--- config.mk ---
export PLATFORM = sky130hd
export DESIGN_NAME = hgp_front_flat
export DESIGN_NICKNAME = d
export VERILOG_FILES = /design/src/sv/hgp_pkg.sv /design/src/sv/hgp_req_if.sv /design/src/sv/hgp_front.sv /design/src/flat_wrapper.sv
export SDC_FILE = /design/constraint.sdc
export NUM_CORES = 1
export LEC_CHECK = 0
export CORE_MARGIN = 10
export CORE_UTILIZATION = 63
export DETAILED_ROUTE_END_ITERATION = 10
export DONT_BUFFER_PORTS = 1
export GPL_ROUTABILITY_DRIVEN = 0
export PLACE_DENSITY = 0.85
export SETUP_SLACK_MARGIN = 0.3
export SLEW_MARGIN = 20
export SYNTH_ARGS = -nofsm -noshare
export SYNTH_HDL_FRONTEND = slang
export SYNTH_SLANG_ARGS = --single-unit
--- constraint.sdc ---
create_clock -name clk -period 12.6 [get_ports clk]
set_input_delay 1.89 -clock clk [delete_from_list [all_inputs] [get_ports clk]]
set_output_delay 1.89 -clock clk [all_outputs]
set_load 0.005 [all_outputs]
--- src/sv/hgp_pkg.sv ---
// shared constants, codes and beat types of the generational handle pool
// no dependencies
`default_nettype none
package hgp_pkg;
	localparam int SLOTS   = 64;
	localparam int IDX_W   = $clog2(SLOTS);
	localparam int DEP_W   = $clog2(SLOTS + 1);
	localparam int GEN_W   = 16;
	localparam int CNT_W   = 16;
	localparam int ASSET_W = 64;
	localparam int ACT_W   = 3;
	localparam int STAT_W  = 3;

	typedef enum logic [ACT_W-1:0] {
		ACT_REGISTER  = 3'd0,
		ACT_ACQUIRE   = 3'd1,
		ACT_RELEASE   = 3'd2,
		ACT_PROCESS   = 3'd3,
		ACT_CHECK     = 3'd4,
		ACT_SET_ASSET = 3'd5
	} action_t;

	typedef enum logic [STAT_W-1:0] {
		ST_OK        = 3'd0,
		ST_INVALID   = 3'd1,
		ST_FULL      = 3'd2,
		ST_ZERO      = 3'd3,
		ST_NONE      = 3'd4,
		ST_DESTROYED = 3'd5
	} status_t;

	typedef enum logic [1:0] {
		BS_IDLE,
		BS_FETCH,
		BS_EXEC,
		BS_DONE
	} bstate_t;

	typedef struct packed {
		action_t            action;
		logic [IDX_W-1:0]   idx;
		logic [GEN_W-1:0]   gen;
		logic [ASSET_W-1:0] asset;
	} op_t;

	typedef struct packed {
		logic [IDX_W-1:0]   index;
		logic [GEN_W-1:0]   gen;
		logic [ASSET_W-1:0] asset;
		status_t            status;
		logic               last;
	} result_t;
endpackage
`default_nettype wire

--- src/sv/hgp_req_if.sv ---
// request channel: valid/ready plus the input beat fields
// depends on hgp_pkg
`default_nettype none
interface hgp_req_if;
	import hgp_pkg::*;
	logic               valid;
	logic               ready;
	logic [ACT_W-1:0]   action;
	logic [IDX_W-1:0]   slot_index;
	logic [GEN_W-1:0]   generation;
	logic [ASSET_W-1:0] asset_id;
	modport source(output valid, action, slot_index, generation, asset_id, input ready);
	modport sink(input valid, action, slot_index, generation, asset_id, output ready);
endinterface
`default_nettype wire

--- src/sv/hgp_front.sv ---
// front end: takes request beats, drops unknown actions, queues ops in a 2-entry fifo
// depends on hgp_pkg, hgp_req_if
`default_nettype none
module hgp_front (
	input  wire logic    clk,
	input  wire logic    arst_n,
	hgp_req_if.sink      req,
	output hgp_pkg::op_t head,
	output logic         head_v,
	input  wire logic    head_pop
);
	import hgp_pkg::*;

	op_t        ent_q [2];
	logic       wptr_q, rptr_q;
	logic [1:0] cnt_q;
	logic       push, known;

	assign req.ready = (cnt_q != 2'd2);
	assign known     = (req.action <= ACT_W'(ACT_SET_ASSET));
	assign push      = req.valid && req.ready && known;
	assign head_v    = (cnt_q != 2'd0);
	assign head      = ent_q[rptr_q];

	always_ff @(posedge clk) begin
		if (push) begin
			ent_q[wptr_q] <= '{action: action_t'(req.action), idx: req.slot_index,
				gen: req.generation, asset: req.asset_id};
		end
	end

	always_ff @(posedge clk or negedge arst_n) begin
		if (!arst_n) begin
			wptr_q <= 1'b0;
			rptr_q <= 1'b0;
			cnt_q  <= 2'd0;
		end else begin
			if (push) wptr_q <= ~wptr_q;
			if (head_pop) rptr_q <= ~rptr_q;
			cnt_q <= cnt_q + 2'(push) - 2'(head_pop);
		end
	end
endmodule
`default_nettype wire

--- src/flat_wrapper.sv ---
// flat-port wrapper written by rule: the top's interface ports become plain ports
module hgp_front_flat import hgp_pkg::*;
  (clk, arst_n, head, head_v, head_pop, req_valid, req_action, req_slot_index, req_generation, req_asset_id, req_ready);
  hgp_req_if req_i ();
  input  wire logic clk;
  input  wire logic arst_n;
  output hgp_pkg::op_t head;
  output logic head_v;
  input  wire logic head_pop;
  input wire logic [$bits(req_i.valid)-1:0] req_valid;
  input wire logic [$bits(req_i.action)-1:0] req_action;
  input wire logic [$bits(req_i.slot_index)-1:0] req_slot_index;
  input wire logic [$bits(req_i.generation)-1:0] req_generation;
  input wire logic [$bits(req_i.asset_id)-1:0] req_asset_id;
  output wire logic [$bits(req_i.ready)-1:0] req_ready;
  assign req_i.valid = req_valid;
  assign req_i.action = req_action;
  assign req_i.slot_index = req_slot_index;
  assign req_i.generation = req_generation;
  assign req_i.asset_id = req_asset_id;
  assign req_ready = req_i.ready;
  hgp_front u_core (.clk(clk), .arst_n(arst_n), .req(req_i), .head(head), .head_v(head_v), .head_pop(head_pop));
endmodule
==> reports/results.ini <==
[layout]
area_growth_pct = 8.93
finalCoreUtilization_pct = 70.5
layout_common_cells = edfxtp_1 (178), mux2_4 (89), clkbuf_16 (17), inv_6 (6), inv_1 (4)
nets = 404
layout-drive-gt1-share_pct = 39.4
nFillCells = 649
diodes = 0
final_common_cell = edfxtp_1
design_area_um2 = 7710

[logic_synthesis]
yosys_warnings = 0
post_synth.cell_area_avg_um2 = 23.8
seq_area_frac_synth_pct = 76.9
synth_fp_nets = 392
synth_area_um2 = 7080
yosys.cell_types.count = 14
postSynthCellCount = 297
ys_ff_latch = 182

[status]
outcome = finished, final reports clean

[critical_path]
cp-start-kind = flop
crit_slowest_cell = dfrtp_4
crit_type = reg -> out
reg2reg_depth = 4
max_stage_delay_ps = 760
rr_endpoint = u_core.ent_q[1][61]
r2r_start = u_core.cnt_q[1]
path_max_fanout = 63
path_buf_inv = 1
critical-path-top-delay-family = flip-flops
crit_arrival_ps = 2320
cp.required_ps = 10710
reg2reg_setup_slack_ps = 10580
end_kind = primary output
path_cells = buf_6 > mux2_4

[floorplanning]
die_area_um2 = 15900
rows = 38
ios = 184
die_w_um = 126
start_util_pct = 64.7
core_area_um2 = 10900
die_y_um = 126

[timing]
fin_crit_ps = 4210
setup_tns_ps = 0
hold_viol = 0
setup_violations = 0
slew_violations = 0
skew_ps = 4.56
finalCritPeriodShare_pct = 33.4
slew_headroom_pct = 44.1
tightest_slew_ps = 838
max_freq_mhz = 238
rsz0062_at_grt = false

[global_route]
grt_overflow = 0
grt_pass1_wl_mm = 17.4
grt_antenna_before_repair = 1
grtUsageTotal_pct = 14.5
grt_max_degree = 90
grt_pass1_vias = 2812

[cts]
cts_tree = done
tritoncts.num_buffers = 17
clkTransAtPathRegs_ps = 60
htree_levels = 4
clock-sinks = 182
postCtsHoldBufs = 0
cts_max_path_buffers = 2
root_buffer = clkbuf_16
post_cts_buffers = 0
cts_resized = 0
clk_latency_ps = 410

[placed_design]
place.port_buffers = 0
dp_hpwl_mm = 8.17
placed_cell_area_um2 = 7100

[power]
combPwrFrac_pct = 23.4
ir_drop_mv = 0.191
p_clk_share_pct = 29.0
power_frac_seq_pct = 47.5
power_leakage_nw = 2.79
p_switching_w = 0.000461
intPower_w = 0.00132
powerDensity_nw_per_um2 = 231
swShare_pct = 25.9

[drt]
wl_per_cell_um = 25.6
wl_mm = 11.8
num_vias = 2638
drt_iter0_drc = 229
ant_nets = 0
viasPerCell = 5.71
met2_length_mm = 6.06
drc = 0
wl_met1_mm = 3.88
routed.top_layer = met5
wl_met3_mm = 1.73
firstDrtPassIters = 4

[hold_path]
hold_class = reg -> reg
hold_path_end = u_core.cnt_q[1]
holdCritStartpoint = u_core.cnt_q[1]
hold_path_depth = 1

[flow_run]
cap_violations = 0

-- through the flow --
| stage | power (W) | hold slack (ps) | worst slack (ps) | std cells |
|---|---|---|---|---|
| floorplan | 0.00127 | 460 | 6250 | 297 |
| finish | 0.00178 | 494 | 8390 | 462 |
| global placement | 0.00128 | 480 | 8600 | 430 |
| global route | 0.00186 | 530 | 8290 | 462 |
| CTS | 0.00181 | 499 | 8130 | 462 |
| detailed placement | 0.00129 | 482 | 8580 | 430 |
-- Yosys cell counts --
library cell	n	area [um2]
ha_1	2	25.0
nand2b_1	1	6.26
mux2_4	89	1340
nand3_1	1	5.00
edfxtp_1	178	5350
nor2_1	2	7.51
nand2_1	1	3.75
xnor2_1	3	26.3
xor2_1	1	8.76
dfrtp_1	4	100
buf_6	1	11.3
inv_1	4	15.0
buf_12	9	180
or2_2	1	6.26
-- state kept, by name (all words and copies together), names as in the netlist --
register / flops
u_core.cnt_q: 2
u_core.ent_q: 178
u_core.rptr_q: 1
u_core.wptr_q: 1
-- worst max-delay path by stage --
stage | from | end | slack (ps) | cells past startpoint
after floorplan | req_action[1] | u_core.ent_q[0][0] | 6250 | 3
after global placement | u_core.rptr_q | head[73] | 8600 | 2
after detailed placement | u_core.rptr_q | head[14] | 8580 | 2
after CTS | u_core.rptr_q | head[14] | 8130 | 2
after global routing | u_core.rptr_q | head[88] | 8290 | 2
final | u_core.rptr_q | head[88] | 8390 | 2
-- cell families after synthesis --
| kind of cell | after synthesis | synth area share (%) |
|---|---|---|
| xor+xnor | 4 | 0.495 |
| fa+ha+maj | 2 | 0.354 |
| buf+inv | 14 | 2.92 |
| flops | 182 | 76.9 |
| mux | 89 | 18.9 |
| simple gates | 6 | 0.407 |
-- worst register-to-register path, cell delays in order (launching register included) --
cell      delay (ps)
dfrtp_1          400
nand2b_1         140
nand3_1          260
nor2_4           160
buf_6            650
-- area by class of cell --
cell class | count | area (um2) | area share (%)
repair buffers | 3 | 33.8 | 0.438
clock inverters | 12 | 139 | 1.80
multi-input cells | 101 | 1440 | 18.7
clock buffers | 20 | 457 | 5.92
inverters | 4 | 15.0 | 0.195
flip-flops and latches | 182 | 5450 | 70.7
well taps | 140 | 175 | 2.27
-- per-layer routing --
metal  vias to the layer above  GRT usage (%)
met5                         -              0
met4                         2           5.49
met3                        14           10.4
met2                       116           23.7
met1                      1317           14.0
li1                       1189              -
-- power groups by stage --
stage               combinational (W)  sequential, W  clock [W]
floorplan                    0.000428       0.000841          0
global route                 0.000447       0.000858   0.000558
detailed placement           0.000430       0.000863          0
CTS                          0.000432       0.000851   0.000530
global placement             0.000424       0.000856          0
finish                       0.000418       0.000848   0.000518
Power figures use the tool's default switching activity.
